## config.mk

```make
export PLATFORM = sky130hd
export DESIGN_NAME = msgpack_subset_token_decoder
export DESIGN_NICKNAME = d
export VERILOG_FILES = /design/src/design/mpd_pkg.sv /design/src/design/msgpack_subset_token_decoder.sv /design/src/design/mpd_in_stage.sv /design/src/design/mpd_step.sv
export SDC_FILE = /design/constraint.sdc
export NUM_CORES = 1
export LEC_CHECK = 0
export ABC_CLOCK_PERIOD_IN_PS = 5100
export BUFFER_PORTS_ARGS = -buffer_cell sky130_fd_sc_hd__buf_2
export CORE_UTILIZATION = 54
export DETAILED_ROUTE_END_ITERATION = 8
export PLACE_DENSITY_LB_ADDON = 0.08
export SLEW_MARGIN = 20
export SYNTH_ARGS = -nofsm -noshare
export SYNTH_HDL_FRONTEND = slang
export SYNTH_SLANG_ARGS = --single-unit
```

## constraint.sdc

```tcl
create_clock -name clk -period 5.1 [get_ports clk]
set_clock_uncertainty 0.15 [all_clocks]
set_input_delay 0.51 -clock clk [delete_from_list [all_inputs] [get_ports clk]]
set_output_delay 0.51 -clock clk [all_outputs]
set_load 0.01 [all_outputs]
```

## src/design/mpd_pkg.sv

```systemverilog
// Shared types and constants for the MessagePack subset token decoder.
// Depends on nothing; every other file of the block imports it.
`default_nettype none

package mpd_pkg;

  // Header bytes of the supported MessagePack subset
  localparam logic [7:0] HB_FIXINT_HI  = 8'h7F;
  localparam logic [7:0] HB_NIL        = 8'hC0;
  localparam logic [7:0] HB_BIN8       = 8'hC4;
  localparam logic [7:0] HB_BIN16      = 8'hC5;
  localparam logic [7:0] HB_BIN32      = 8'hC6;
  localparam logic [7:0] HB_UINT8      = 8'hCC;
  localparam logic [7:0] HB_UINT16     = 8'hCD;
  localparam logic [7:0] HB_UINT32     = 8'hCE;
  localparam logic [7:0] HB_STR8       = 8'hD9;
  localparam logic [7:0] HB_ARRAY16    = 8'hDC;
  localparam logic [7:0] HB_FIXARR_LO  = 8'h90;
  localparam logic [7:0] HB_FIXARR_HI  = 8'h9F;
  localparam logic [7:0] HB_FIXSTR_LO  = 8'hA0;
  localparam logic [7:0] HB_FIXSTR_HI  = 8'hBF;

  // Token kind codes on the result channel
  localparam logic [3:0] K_PENDING = 4'd0;
  localparam logic [3:0] K_UINT    = 4'd1;
  localparam logic [3:0] K_NIL     = 4'd2;
  localparam logic [3:0] K_BIN     = 4'd3;
  localparam logic [3:0] K_STR     = 4'd4;
  localparam logic [3:0] K_ARR     = 4'd5;
  localparam logic [3:0] K_PAYLOAD = 4'd6;
  localparam logic [3:0] K_BAD     = 4'd7;
  localparam logic [3:0] K_TRUNC   = 4'd8;

  // Parser phase
  typedef enum logic [3:0] {
    PH_IDLE    = 4'b0001,
    PH_HDR     = 4'b0010,
    PH_PAYLOAD = 4'b0100,
    PH_SKIP    = 4'b1000
  } phase_t;

  // Decoder state carried from byte to byte
  typedef struct packed {
    phase_t      phase;
    logic [2:0]  hdr_left;
    logic [2:0]  pending_kind;
    logic [31:0] acc;
    logic [31:0] payload_left;
  } state_t;

  // One result transaction
  typedef struct packed {
    logic [3:0]  kind;
    logic [31:0] value;
    logic [7:0]  pbyte;
    logic        plast;
  } result_t;

  // Registered input byte
  typedef struct packed {
    logic       valid;
    logic [7:0] data;
    logic       last;
  } in_stage_t;

  localparam state_t STATE_IDLE = '{phase: PH_IDLE, hdr_left: 3'd0, pending_kind: 3'd0,
                                    acc: 32'd0, payload_left: 32'd0};

endpackage

`default_nettype wire

```

## src/design/msgpack_subset_token_decoder.sv

```systemverilog
// Top level of the MessagePack subset token decoder.
// Depends on mpd_pkg, mpd_in_stage and mpd_step.
`default_nettype none

// The decoder takes one byte of a message per cycle and returns exactly one
// result transaction for each byte: a finished token (uint, nil, bin/str/array
// header with its value, length or count), a payload byte with its last flag,
// an error (bad header, truncated message), or a pending marker while a header
// is still being collected or an errored message is skipped. A new byte can be
// taken in every cycle in which no held result is stalled; each byte passes an
// input register and then a result register before its result is on the outputs.
// The parser state updates in the same cycle the byte moves from the input
// register into the result register, which sets the one-byte-per-cycle rate.
module msgpack_subset_token_decoder (
  input  logic        clk,
  input  logic        rst,
  input  logic        in_valid,
  output logic        in_stall,
  input  logic [7:0]  data_byte,
  input  logic        last_in_message,
  output logic        out_valid,
  input  logic        out_stall,
  output logic [3:0]  token_kind,
  output logic [31:0] token_value,
  output logic [7:0]  payload_byte,
  output logic        payload_last
);
  import mpd_pkg::*;

  logic      advance;
  in_stage_t stage;
  state_t    state;
  state_t    state_next;
  result_t   res_next;
  result_t   res;
  logic      res_valid;

  // Move the whole pipeline unless a held result is stalled
  assign advance  = !(res_valid && out_stall);
  assign in_stall = !advance;

  mpd_in_stage u_in (
    .clk             (clk),
    .rst             (rst),
    .advance         (advance),
    .in_valid        (in_valid),
    .data_byte       (data_byte),
    .last_in_message (last_in_message),
    .stage           (stage)
  );

  mpd_step u_step (
    .cur  (state),
    .data (stage.data),
    .last (stage.last),
    .nxt  (state_next),
    .res  (res_next)
  );

  // Update parser state as each byte retires
  always_ff @(posedge clk) begin
    if (rst) begin
      state <= STATE_IDLE;
    end else if (advance && stage.valid) begin
      state <= state_next;
    end
  end

  // Hold the result until the transaction completes
  always_ff @(posedge clk) begin
    if (rst) begin
      res_valid <= 1'b0;
    end else if (advance) begin
      res_valid <= stage.valid;
    end
    if (advance && stage.valid) begin
      res <= res_next;
    end
  end

  assign out_valid    = res_valid;
  assign token_kind   = res.kind;
  assign token_value  = res.value;
  assign payload_byte = res.pbyte;
  assign payload_last = res.plast;

endmodule

`default_nettype wire

```

## src/design/mpd_in_stage.sv

```systemverilog
// Input register of the token decoder: captures one byte transaction.
// Depends on mpd_pkg.
`default_nettype none

module mpd_in_stage (
  input  logic               clk,
  input  logic               rst,
  input  logic               advance,
  input  logic               in_valid,
  input  logic [7:0]         data_byte,
  input  logic               last_in_message,
  output mpd_pkg::in_stage_t stage
);
  import mpd_pkg::*;

  in_stage_t stage_q;

  // Load a new byte whenever the pipeline moves
  always_ff @(posedge clk) begin
    if (rst) begin
      stage_q.valid <= 1'b0;
    end else if (advance) begin
      stage_q.valid <= in_valid;
    end
    if (advance) begin
      stage_q.data <= data_byte;
      stage_q.last <= last_in_message;
    end
  end

  assign stage = stage_q;

endmodule

`default_nettype wire

```

## src/design/mpd_step.sv

```systemverilog
// Per-byte decode logic: next parser state and the result for one byte.
// Purely combinational; depends on mpd_pkg.
`default_nettype none

module mpd_step (
  input  mpd_pkg::state_t  cur,
  input  logic [7:0]       data,
  input  logic             last,
  output mpd_pkg::state_t  nxt,
  output mpd_pkg::result_t res
);
  import mpd_pkg::*;

  typedef struct packed {
    state_t  st;
    result_t res;
  } step_t;

  // Close a header: bin/str with a nonzero length go on to payload unless the message ends
  function automatic step_t finish_hdr(logic [3:0] kind, logic [31:0] value, logic lst);
    step_t s;
    s.st  = STATE_IDLE;
    s.res = '0;
    if ((kind == K_BIN || kind == K_STR) && value != 32'd0) begin
      if (lst) begin
        s.res.kind = K_TRUNC;
      end else begin
        s.st.phase        = PH_PAYLOAD;
        s.st.payload_left = value;
        s.res.kind        = kind;
        s.res.value       = value;
      end
    end else begin
      s.res.kind  = kind;
      s.res.value = value;
    end
    return s;
  endfunction

  // Open a multi-byte header
  function automatic step_t start_hdr(logic [3:0] kind, logic [2:0] nbytes, logic lst);
    step_t s;
    s.st  = STATE_IDLE;
    s.res = '0;
    if (lst) begin
      s.res.kind = K_TRUNC;
    end else begin
      s.st.phase        = PH_HDR;
      s.st.hdr_left     = nbytes;
      s.st.pending_kind = kind[2:0];
      s.res.kind        = K_PENDING;
    end
    return s;
  endfunction

  step_t       s;
  logic [31:0] acc_new;

  assign acc_new = {cur.acc[23:0], data};

  always_comb begin
    s.st  = cur;
    s.res = '0;
    unique case (cur.phase)
      PH_HDR: begin
        if (cur.hdr_left <= 3'd1) begin
          s = finish_hdr({1'b0, cur.pending_kind}, acc_new, last);
        end else if (last) begin
          s.st       = STATE_IDLE;
          s.res.kind = K_TRUNC;
        end else begin
          s.st.hdr_left = cur.hdr_left - 3'd1;
          s.st.acc      = acc_new;
          s.res.kind    = K_PENDING;
        end
      end
      PH_PAYLOAD: begin
        if (cur.payload_left <= 32'd1) begin
          s.st        = STATE_IDLE;
          s.res.kind  = K_PAYLOAD;
          s.res.pbyte = data;
          s.res.plast = 1'b1;
        end else if (last) begin
          s.st       = STATE_IDLE;
          s.res.kind = K_TRUNC;
        end else begin
          s.st.payload_left = cur.payload_left - 32'd1;
          s.res.kind        = K_PAYLOAD;
          s.res.pbyte       = data;
        end
      end
      PH_SKIP: begin
        // Drop bytes until the message ends
        if (last) begin
          s.st = STATE_IDLE;
        end
        s.res.kind = K_PENDING;
      end
      PH_IDLE: begin
        unique case (data) inside
          [8'h00:HB_FIXINT_HI]:         s = finish_hdr(K_UINT, {24'd0, data}, last);
          HB_NIL:                       s = finish_hdr(K_NIL, 32'd0, last);
          HB_UINT8:                     s = start_hdr(K_UINT, 3'd1, last);
          HB_UINT16:                    s = start_hdr(K_UINT, 3'd2, last);
          HB_UINT32:                    s = start_hdr(K_UINT, 3'd4, last);
          HB_BIN8:                      s = start_hdr(K_BIN, 3'd1, last);
          HB_BIN16:                     s = start_hdr(K_BIN, 3'd2, last);
          HB_BIN32:                     s = start_hdr(K_BIN, 3'd4, last);
          [HB_FIXSTR_LO:HB_FIXSTR_HI]:  s = finish_hdr(K_STR, {27'd0, data[4:0]}, last);
          HB_STR8:                      s = start_hdr(K_STR, 3'd1, last);
          [HB_FIXARR_LO:HB_FIXARR_HI]:  s = finish_hdr(K_ARR, {28'd0, data[3:0]}, last);
          HB_ARRAY16:                   s = start_hdr(K_ARR, 3'd2, last);
          default: begin
            // Unknown header: report it, skip the rest of the message
            s.st = STATE_IDLE;
            if (!last) begin
              s.st.phase = PH_SKIP;
            end
            s.res.kind  = K_BAD;
            s.res.value = {24'd0, data};
          end
        endcase
      end
      default: begin
        s.st = STATE_IDLE;
      end
    endcase
  end

  assign nxt = s.st;
  assign res = s.res;

endmodule

`default_nettype wire

```

==> results of run 1 <==
## synthesized netlist by cell type, types with 3 or more instances
library cell,n
a31oi_1,10
o311ai_0,3
nor4_1,19
xor2_1,6
nand3_1,34
or2_2,7
nor2_2,3
or3_1,10
clkbuf_1,30
a211oi_1,3
o21ai_0,19
nor3_1,25
or4_1,3
a22oi_1,13
dfxtp_1,68
and3_1,4
a21oi_1,56
nand4b_1,3
nor2_1,29
buf_2,7
a211o_1,11
edfxtp_1,54
nand2_1,76
nand4_1,8
and2_1,38
o21a_1,3
a21oi_2,3
nor4b_1,4
inv_1,11
nand3b_1,3
ha_1,3
o22ai_1,3
o2bb2ai_1,5
nor2b_1,6
nand2b_1,6
o2111ai_1,3
xnor2_1,3
a21o_1,3
o21bai_1,3
## final timing paths
kind | startpoint | endpoint | slack [ns] | depth (start not counted)
worst max-delay path | u_in.stage[1] | token_value[4] | 1.72 | 6
worst min-delay path | in_valid | u_in.stage[9] | 0.08 | 3
worst max register to register | u_in.stage[1] | token_value[4] | 1.72 | 6
worst min register to register | state[19] | state[19] | 0.31 | 2
## critical path, delay by kind of cell (launching register included)
family | cells | cell delay (ns)
AOI/OAI and AO/OA | 2 | 1.12
DFF | 1 | 0.62
and+or+nand+nor | 4 | 1.34
## final cells by class
| cell class | instances | area [sq um] | share of cell area |
|---|---|---|---|
| clock buffer | 17 | 414 | 0.0589 |
| multi-input combinational | 466 | 2800 | 0.398 |
| inverter | 11 | 41.3 | 0.00587 |
| tap | 140 | 175 | 0.0249 |
| sequential | 122 | 2980 | 0.424 |
| clock inverter | 15 | 188 | 0.0267 |
| timing repair buffer | 74 | 430 | 0.0612 |
## through the flow
stage                     setup slack [ns]  instances  hold WS [ns]
after floorplan                      0.542        640         0.282
after global placement                1.85        804         0.304
after detailed placement              1.77        804         0.299
after CTS                             1.76        845        0.0676
after global routing                  1.53        845        0.0936
final                                 1.72        845        0.0797
## flip-flops by register name, indices dropped and copies added (netlist names)
register,flops
payload_byte,8
u_in.stage,10
token_value,32
payload_last,1
token_kind,4
state,66
out_valid,1
## power by group through the flow
stage | clock [mW] | sequential, mW | combinational [mW]
global route | 1.27 | 1.07 | 0.164
global placement | 0 | 1.09 | 0.141
floorplan | 0 | 1.08 | 0.0967
CTS | 1.24 | 1.07 | 0.148
detailed placement | 0 | 1.09 | 0.142
finish | 1.23 | 1.07 | 0.150
## cell families (layout without fill, tap and decap cells)
group,after synthesis,in the layout,synth area share
XOR/XNOR,9,9,0.0132
AO/OA/AOI/OAI,161,161,0.180
buffers and inverters,52,117,0.0367
multiplexers,2,2,0.00377
flip-flops,122,122,0.500
AND/OR/NAND/NOR,291,291,0.260
adder cells (fa/ha/maj),3,3,0.00629
## routing by layer
layer | part of all wire | GRT usage | vias up
met5 | 0 | 0 | -
li1 | - | - | 2487
met3 | 0.089 | 0.0547 | 27
met4 | 0.021 | 0.127 | 0
met2 | 0.46 | 0.465 | 285
met1 | 0.43 | 0.402 | 2542
## placed cells by master (no fill, tap or decap), types with 4 or more instances in the layout
master,instances
nor3_1,24
or3_1,10
nor2b_1,6
and3_1,4
a21oi_2,4
nand2_1,76
edfxtp_1,54
xor2_1,6
nand4_1,8
nand3_1,34
or2_2,7
inv_1,11
a31oi_1,9
a22oi_1,13
o21ai_0,18
nor4b_1,4
dlygate4sd3_1,9
dfxtp_1,68
nand2b_1,6
a21oi_1,55
a211o_1,11
and2_1,38
clkbuf_16,16
nor2_1,29
o2bb2ai_1,5
nor4_1,19
inv_6,6
buf_4,6
buf_2,59
==> results.md, run 1 <==
Drt:
- For this block, the via count after detailed routing is 5341.
- The DRC violations left is 0.
- The first detailed-routing pass took 5 iterations.
- For this block, the routed nets add up to between 15000 and 20000 um of wire.
- The remaining number of nets flagged by the antenna check after routing is 0.
- The average wire per standard cell is ~19 um.
- Dividing the detail-routed via count by the number of cells gives approximately 6.3.
- The number of design-rule violations left by the first detailed-router iteration is between 400 and 500.

Yosys:
- Yosys mapped a number of flops with a built-in enable equal to between 50 and 60.
- Synthesis produced a netlist with a net count of around 660.
- Counting every instance in the synthesized netlist gives 640.
- The top-area cell type share of the netlist area is 0.272.
- The Yosys step of the flow raised 0 warnings.
- The cell taking the most area after synthesis is edfxtp_1.
- The register bit count reported by yosys is about 120.
- The number of distinct library cell variants in the gate-level netlist after synthesis is 70.
- The post-synth design cell area is between 0.005 and 0.006 sq mm.
- The most used flip-flop cell after synthesis is dfxtp_1.
- The average footprint of a synthesized cell is between 9 and 10 sq um.
- The sequential fraction of the synthesis area is 0.500.
- Sorting the synthesized cells by area gives the leading types as edfxtp_1 27%, dfxtp_1 23%, nand2_1 4.8%.
- The share of flip-flops with an asynchronous set or reset is 0.

Timing:
- The remaining max-slew budget at the tightest pin is 0.271.
- Static timing analysis puts the maximum clock frequency at a little under 300 MHz.
- The hold violation total from the final report came to 0.
- Setup repair after global routing left no endpoint under its margin.
- Setup violations remaining at the end of the flow were counted as 0.
- Dividing the final minimum period by the clock period gives 0.663.
- The clock period minus worst slack is 3.38 ns.
- The final sum of negative setup slack is 0 ns.
- At the pin with the least slew margin, the transition time is between 1 and 1.5 ns.
- The number of pins exceeding their max-slew limit in the final report came to 0.

Power and ir drop:
- The worst supply voltage drop on vdd is around 0.24 mV.
- The switching power share of the total is 0.246.
- For this design the static power due to leakage is between 2 and 3 nW.
- Of the total power, registers draw 0.436.
- Summed over all nets, the switching power comes to 0.604 mW.
- The total power is about 2.5 mW.
- The ratio of total power to cell area is roughly 350 mW/mm^2.
- The cell internal power dissipation is 1.85 mW.
- The share of total power dissipated in the clock network is 0.503.
- The share of total power dissipated in combinational logic is 0.061.

Run:
- The number of maximum-capacitance violations is 0.

Floorplanning:
- The area of the core is roughly 0.011 sq mm.
- The area of the die is roughly 0.011 sq mm.
- In this run the core area contains 38 standard-cell rows.
- The width of the die is between 100 and 150 um.
- The effective utilization at floorplan is 0.553.
- The height of the chip is about 110 um.
- The number of primary I/O pins is 60.

Cells and area:
- The antenna diode count is 0.
- Fill cells in the final layout number 901.
- The post-route cell area is between 0.007 and 0.008 sq mm.
- The final layout contains approximately 700 nets.
- The fraction of final layout cells with drive strength greater than 1 is 0.182.
- At the end of the flow the core is filled with cells to 0.652.
- Relative to the synthesized area, the layout overhead comes to 17.8%.

Setup path:
- STA classifies the critical path endpoint as a flop.
- Data on the critical path arrives at its endpoint at between 3 and 4 ns.
- Along the worst path, the maximum fanout reaches 30.
- The most frequent cell on the critical path is nor2_1.
- The kind of critical path is reg -> reg.
- STA classifies the critical path startpoint as a flop.
- The master of the slowest instance on the critical path is a31oi_2.
- On the worst path, the slowest cell contributes a delay of 0.92 ns.
- Walking the worst path, the cells encountered are nor2_1, nand2_1, or4_1, a31oi_2, nor2_1, a21oi_1.
- The required time at the worst-slack endpoint is about 5.3 ns.

Global routing:
- The number of global-route vias before repair is 4950.
- For this run, the total global-route usage over all layers was measured as 0.297.
- Entering global routing, the biggest net connects slightly below 50 pins.
- The total overflow left after global routing is 0.
- The number of antenna violations at the first check in global routing is 0.
- The first global-routing pass estimated approximately 26000 um of wire.

CTS:
- The clock tree from TritonCTS is built.
- The H-tree level count is 4.
- The number of cells upsized or downsized after cts is 0.
- The clock transition at the registers of the reported paths is roughly 0.060 ns.
- Buffers inserted during clock tree synthesis total 17.
- The root buffer cell is clkbuf_8.
- The number of buffers inserted for hold repair after clock tree synthesis is 9.
- The clock latency on the worst-skew pair is approximately 0.53 ns.
- Once the clock tree was built, the setup fixing pass inserted 0 buffers.
- The clock drives approximately 120 sinks.
- Counting along the longest clock path gives a buffer depth of 2.

Placement:
- At the end of routability-driven placement, the weighted congestion stood at about 0.92.
- The area of placed instances is around 0.0063 sq mm.
- Once detailed placement completed, the half-perimeter wirelength came to 10900 um.
- In this run the tool buffered the top-level ports with 59 buffer cells.

Outcome:
- The flow ran to the end, and the final reports show no timing, DRC or antenna violations.

Worst hold path:
- The class of the worst hold path is in -> reg.
Power figures use the tool's default switching activity.
==> inputs of run 2 (changes only) <==
--- a/config.mk
+++ b/config.mk
@@ -5,9 +5,9 @@
 export SDC_FILE = /design/constraint.sdc
 export NUM_CORES = 1
 export LEC_CHECK = 0
-export ABC_CLOCK_PERIOD_IN_PS = 5100
+export ABC_CLOCK_PERIOD_IN_PS = 3020
 export BUFFER_PORTS_ARGS = -buffer_cell sky130_fd_sc_hd__buf_2
-export CORE_UTILIZATION = 54
+export CORE_UTILIZATION = 53
 export DETAILED_ROUTE_END_ITERATION = 8
 export PLACE_DENSITY_LB_ADDON = 0.08
 export SLEW_MARGIN = 20
==> constraint.sdc (replaced) <==
create_clock -name clk -period 3.02 [get_ports clk]
set_clock_uncertainty 0.15 [all_clocks]
set_input_delay 0.302 -clock clk [delete_from_list [all_inputs] [get_ports clk]]
set_output_delay 0.302 -clock clk [all_outputs]
set_load 0.01 [all_outputs]
==> results.md, run 2 (synthesis results as in run 1) <==
Outcome:
- The run finished with clean final reports.

Setup path:
- At the worst endpoint, the required time is roughly 3.2 ns.
- The endpoint identified for the worst register-to-register timing path is token_kind[1].
- Traced cell by cell, the critical path runs through inv_1, ha_1, o211ai_1, or3_1, a21oi_2, o21bai_1, a211o_1.
- Of all nets on the critical path, the largest fanout is 11.
- The worst setup path is captured at a flop.
- The worst reg2reg path startpoint is state[0].
- The type of element launching the critical path is a flop.
- The kind of critical path is reg -> reg.
- The register-to-register path setup slack is 0.25 ns.
- In this design, the stage delay of the slowest critical-path cell is between 0.4 and 0.5 ns.
- On the critical path, the stage with the largest delay is an instance of or3_1.
- At the worst endpoint, the arrival time is ~2.9 ns.
- Among cell families on the critical path, the largest total delay comes from compound AO/OA/AOI/OAI gates.
- The buffers plus inverters on the worst setup path is 1.
- For the worst flop-to-flop path, the logic depth is 7.

CTS:
- TritonCTS built the clock tree.
- The H-tree generated during clock tree synthesis spans 4 levels.
- The clock latency on the worst-skew pair is 0.53 ns.
- The maximum buffer depth of the clock tree is 2.
- The root buffer cell is clkbuf_8.
- The clock sink count is 122.
- The clock transition at the registers of the reported paths is around 0.060 ns.
- Clock tree synthesis inserted a total of 17 buffers.
- Once the clock tree was built, the setup fixing pass inserted 0 buffers.

Drt:
- The DRC violations left is 0.
- For this block, the initial DRC count from the detailed router was 516.
- After detailed routing, the total wire length is 17600 um.
- In this run the remaining antenna-violating nets after routing total 0.
- In the routed layout, each cell is associated on average with a via count of approximately 6.2.
- Dividing the detail-routed wire length by the instance count gives approximately 20 um.
- The number of iterations in the first detailed-routing pass is 6.
- The via count is 5501.

Floorplanning:
- In this run the standard cell core region covers roughly 0.011 sq mm.
- The area of the die is 0.0117 sq mm.
- The initial utilization of the core area, before any placement, comes to 0.548.
- The die is about 110 um wide.
- The placement row count is 38.
- The number of primary I/O pins is 60.
- The height of the chip is roughly 110 um.

Worst hold path:
- The worst hold path begins at out_stall.
- The tightest min-delay check is of the in -> reg type.
- The worst hold path depth is 2.
- The worst hold path terminates at payload_last.

Cells and area:
- The post-route non-filler standard cell count is about 880.
- The number of antenna diodes in the final layout is 0.
- The register with the most flip-flops is state.
- After filler insertion, the fill cell instance count of the layout stands at roughly 870.
- Once layout is complete, the utilization of the core stands at 0.670.
- The number of flip-flops in the largest register is 66.
- From synthesis to final layout, the design area changed by 22.2%.
- Leaving out fill and tap cells, the most frequent cells in the layout are 75 x nand2_1, 68 x dfxtp_1, 59 x buf_2, 55 x a21oi_1, 54 x edfxtp_1.
- The library cell used most frequently in the layout, excluding fill and tap cells, is nand2_1.
- In the final design database the tool counted around 740 nets.
- The fraction of final layout cells with drive strength greater than 1 is 0.216.
- Once layout is done, the placed cells without fillers occupy around 0.0073 sq mm.

Timing:
- The transition at the pin with the smallest max-transition slack is 0.818 ns.
- The worst path setup slack after routing is about 0.25 ns.
- Setup total negative slack on the finished layout was measured at 0 ns.
- The remaining max-slew budget at the tightest pin is 0.455.
- For this run, the top clock speed supported by timing is between 300 and 400 MHz.
- The number of pins exceeding their max-slew limit in the final report is 0.
- The final critical-path share of the clock period is 0.917.
- The final setup violation count is 0.
- The clock period minus worst slack is around 2.8 ns.
- Setup repair after global routing left no endpoint under its margin.
- The worst hold slack across all endpoints is roughly 0.018 ns.
- The hold violation total from the final report is 0.

Global routing:
- Entering global routing, the biggest net connects 45 pins.
- The first global-routing pass estimated 27300 um of wire.
- The number of global-route vias before repair is 5150.
- The number of antenna violations at the first check in global routing is 0.
- The total global-route track usage is 0.313.
- For this run the aggregate overflow at the end of global routing stands at 0.

Placement:
- The area of placed instances is 0.00662 sq mm.
- Detailed placement ended at an HPWL of ~12000 um.
- Routability-driven placement finished with a final weighted congestion of 0.960.
- At the placement stage, the worst setup path has a slack of about 0.20 ns.
- The number of cells in the design after placement is approximately 840.
- During placement, the flow inserted port buffers numbering 59.

Power and ir drop:
- The worst supply voltage drop on vdd is around 0.36 mV.
- The total power is just over 4 mW.
- The analysis attributes to cell leakage a power of 2.85 nW.
- For this design the ratio of total power to cell area is approximately 560 mW/mm^2.

Run:
- Across the run, the number of max-cap violations was 0.
[run 2: routing by layer]
layer / track usage / wire (um) / share of wire / up-vias
met4: 0.128 / 412 / 0.023 / 0
met3: 0.0735 / 1830 / 0.10 / 36
met2: 0.478 / 7910 / 0.45 / 310
met1: 0.428 / 7430 / 0.42 / 2590
met5: 0 / 0 / 0 / -
li1: - / - / - / 2565
[run 2: worst max path at each step]
| stage | start | endpoint | cells after the start | slack, ns |
|---|---|---|---|---|
| 2_1_floorplan | out_valid | state[16] | 5 | 0.36 |
| 3_3_place_gp | state[70] | state[17] | 6 | 0.32 |
| 3_5_place_dp | state[72] | state[7] | 6 | 0.20 |
| 4_1_cts | state[72] | state[7] | 6 | 0.18 |
| 5_1_grt | state[25] | state[41] | 8 | 0.07 |
| 6_report | state[0] | token_kind[1] | 7 | 0.25 |
[run 2: repair_timing]
| item | 4_1_cts | 5_1_grt |
|---|---|---|
| endpoints found under the hold margin | 10 | 0 |
| resized for setup | 0 | 1 |
| hold buffers | 10 | 0 |
| endpoints found under the setup margin | 0 | 1 |
[run 2: cell type report]
cell class | instances | area, sq um | area share
inverters | 11 | 41.3 | 0.00566
well taps | 140 | 175 | 0.0240
clock inverters | 15 | 164 | 0.0225
clock buffers | 17 | 414 | 0.0568
flip-flops and latches | 122 | 2980 | 0.409
multi-input cells | 466 | 2790 | 0.382
repair buffers | 110 | 728 | 0.0998
[run 2: report_power, final]
part	internal, mW	leakage, nW	switching, mW
clock	1.19	0.277	0.804
combinational	0.105	1.49	0.194
sequential	1.76	1.08	0.0284
total	3.06	2.85	1.03
==> inputs of run 3 (changes only) <==
--- a/config.mk
+++ b/config.mk
@@ -5,11 +5,12 @@
 export SDC_FILE = /design/constraint.sdc
 export NUM_CORES = 1
 export LEC_CHECK = 0
-export ABC_CLOCK_PERIOD_IN_PS = 3020
+export ABC_CLOCK_PERIOD_IN_PS = 3200
 export BUFFER_PORTS_ARGS = -buffer_cell sky130_fd_sc_hd__buf_2
-export CORE_UTILIZATION = 53
+export CORE_UTILIZATION = 54
 export DETAILED_ROUTE_END_ITERATION = 8
 export PLACE_DENSITY_LB_ADDON = 0.08
+export SETUP_SLACK_MARGIN = 0.4
 export SLEW_MARGIN = 20
 export SYNTH_ARGS = -nofsm -noshare
 export SYNTH_HDL_FRONTEND = slang
==> constraint.sdc (replaced) <==
create_clock -name clk -period 3.2 [get_ports clk]
set_clock_uncertainty 0.15 [all_clocks]
set_input_delay 0.32 -clock clk [delete_from_list [all_inputs] [get_ports clk]]
set_output_delay 0.32 -clock clk [all_outputs]
set_load 0.01 [all_outputs]
==> results.md, run 3 (synthesis results as in run 1) <==
Worst hold path:
- The tightest min-delay check is of the in -> reg type.
- The source of the worst hold timing path is out_stall.

Cells and area:
- The number of nets in the final layout is approximately 740.
- The antenna diode count is 0.
- The most common cell after layout, fill and taps aside is nand2_1.
- The fraction of final layout cells with drive strength greater than 1 is 0.215.
- The register with the most flip-flops is state.
- The layout overhead on the synthesized area is 21.7%.
- In the layout the commonest cells are 75 x nand2_1, 68 x dfxtp_1, 59 x buf_2, 54 x a21oi_1, 54 x edfxtp_1.
- The number of flip-flops in the largest register is 66.
- The post-route cell area is 0.00726 sq mm.

Setup path:
- The worst reg2reg path startpoint is state[0].
- The type of element launching the critical path is a flop.
- The origin of the worst setup path is state[0].
- The highest net fanout along the worst path is 9.
- For the worst setup path, the data arrival time is between 2 and 3 ns.
- The kind of critical path is reg -> reg.
- The largest individual stage delay along the critical path comes from the cell o211ai_1.
- Walking the worst path, the cells encountered are inv_1, ha_1, o211ai_1, or3_1, buf_4, a21oi_2, o21bai_1, a211o_1.
- Together, buffers and inverters on the worst path number 2.
- In this design, the stage delay of the slowest critical-path cell is about 0.48 ns.
- The type of element capturing the critical path is a flop.
- The critical path's top delay family is compound AO/OA/AOI/OAI gates.
- The required time at the worst-slack endpoint is approximately 3.3 ns.

CTS:
- TritonCTS built the clock tree.
- The later pin in the worst-skew pair is clocked with a latency of roughly 0.53 ns.
- The number of buffers inserted during clock tree synthesis is 17.
- Clock tree synthesis found a total of 122 sinks.
- The number of setup buffers added after CTS is 0.
- The H-tree level count is 4.
- The maximum buffer depth of the clock tree is 2.
- The clock transition at the registers of the reported paths is approximately 0.06 ns.
- The root buffer cell is clkbuf_8.

Drt:
- The remaining number of nets flagged by the antenna check after routing is 0.
- The final wirelength is roughly 17000 um.
- The number of iterations in the first detailed-routing pass is 5.
- In the final routed layout, each cell accounts on average for approximately 19 um.
- After detailed routing, the number of vias per cell comes to between 6 and 7.
- The number of design-rule violations left by the first detailed-router iteration is 406.
- The via count is around 5500.
- The DRC violations left is 0.

Floorplanning:
- The floorplan has 38 rows.
- The area of the die is approximately 0.011 sq mm.
- The core region is about 0.011 sq mm.
- The number of primary I/O pins is 60.
- The width of the die is roughly 110 um.
- The die is ~110 um tall.
- The effective utilization at floorplan is 0.553.

Timing:
- The clock period minus worst slack is roughly 2.7 ns.
- In this run the tightest slew margin relative to its limit is 0.563.
- In the finished design, the share of the clock period the worst path needs comes to 0.850.
- At the pin with the least slew margin, the transition time is approximately 0.65 ns.
- The hold violation total from the final report is 0.
- Setup violations remaining at the end of the flow were counted as 0.
- Adding up every negative setup slack in the final design gives 0 ns.
- The worst path setup slack after routing is ~0.48 ns.
- The fmax is between 300 and 400 MHz.
- The number of pins exceeding their max-slew limit in the final report came to 0.
- Setup repair after global routing could not meet its margin everywhere.

Global routing:
- The first global-routing pass estimated 27400 um of wire.
- The number of global-route vias before repair was about 5200.
- In the global route stage, overall resource usage came out at 0.316.
- For this run the aggregate overflow at the end of global routing stands at 0.
- Entering global routing, the biggest net connects 45 pins.
- The number of antenna violations at the first check in global routing came to 0.

Run:
- Max-cap violations in this run came to 0.

Placement:
- The area of placed instances is 0.00655 sq mm.
- The congestion estimate from routability-driven global placement came to a little under 1.
- The detailed placer's ending HPWL is around 12000 um.
- Before CTS, the worst setup slack after placement is roughly 0.48 ns.
- The number of port buffers is between 50 and 60.

Power and ir drop:
- The ratio of total power to cell area is ~530 mW/mm^2.
- The total power is between 3 and 4 mW.
- Across the VDD grid, the largest voltage drop is 0.318 mV.
- For this design the static power due to leakage is between 2 and 3 nW.

Outcome:
- The flow ran to the end, and the final reports show no timing, DRC or antenna violations.
-- run 3: cell types whose count changed in the layout (fill, tap and decap cells not counted), sizes merged --
cell / before / now
buf: 100 / 93
clkinv: 5 / 2
clkbuf: 17 / 18
clkinvlp: 2 / 3
inv: 17 / 18
-- run 3: final cells by class --
cell class / count / area [sq um]
fill: 861 / 3530
sequential: 122 / 2980
multi-input combinational: 466 / 2820
timing repair buffer: 103 / 667
clock buffer: 18 / 418
tap: 140 / 175
clock inverter: 14 / 158
inverter: 11 / 41.3
-- run 3: where the power goes --
group	switching, mW	internal (mW)
Clock	0.747	1.12
Combinational	0.186	0.0975
Sequential	0.0205	1.67
-- run 3: stage by stage --
stage | util | hold slack [ns] | std cells
after floorplan | - | 0.269 | 640
after global placement | 0.607 | 0.302 | 832
after detailed placement | 0.607 | 0.317 | 832
after CTS | 0.669 | 0.0182 | 874
after global routing | 0.673 | 0.0309 | 874
final | 0.673 | 0.0334 | 874
-- run 3: per-layer routing --
metal | routed length [um] | vias to the layer above | GRT usage
met2 | 7540 | 262 | 0.476
met4 | 520 | 0 | 0.153
met5 | 0 | - | 0
met1 | 7480 | 2600 | 0.428
li1 | - | 2551 | -
met3 | 1360 | 48 | 0.0729
-- run 3: worst paths after layout --
| kind | slack (ns) | depth (start not counted) | endpoint |
|---|---|---|---|
| max | 0.48 | 8 | token_kind[1] |
| min | 0.03 | 2 | token_kind[3] |
| max reg2reg | 0.48 | 8 | token_kind[1] |
| min reg2reg | 0.32 | 2 | state[19] |
-- run 3: timing repair --
action                     4_1_cts  5_1_grt
hold buffers                    10        0
resized for setup                0        8
setup endpoints to repair        0       46
hold endpoints to repair        10        0
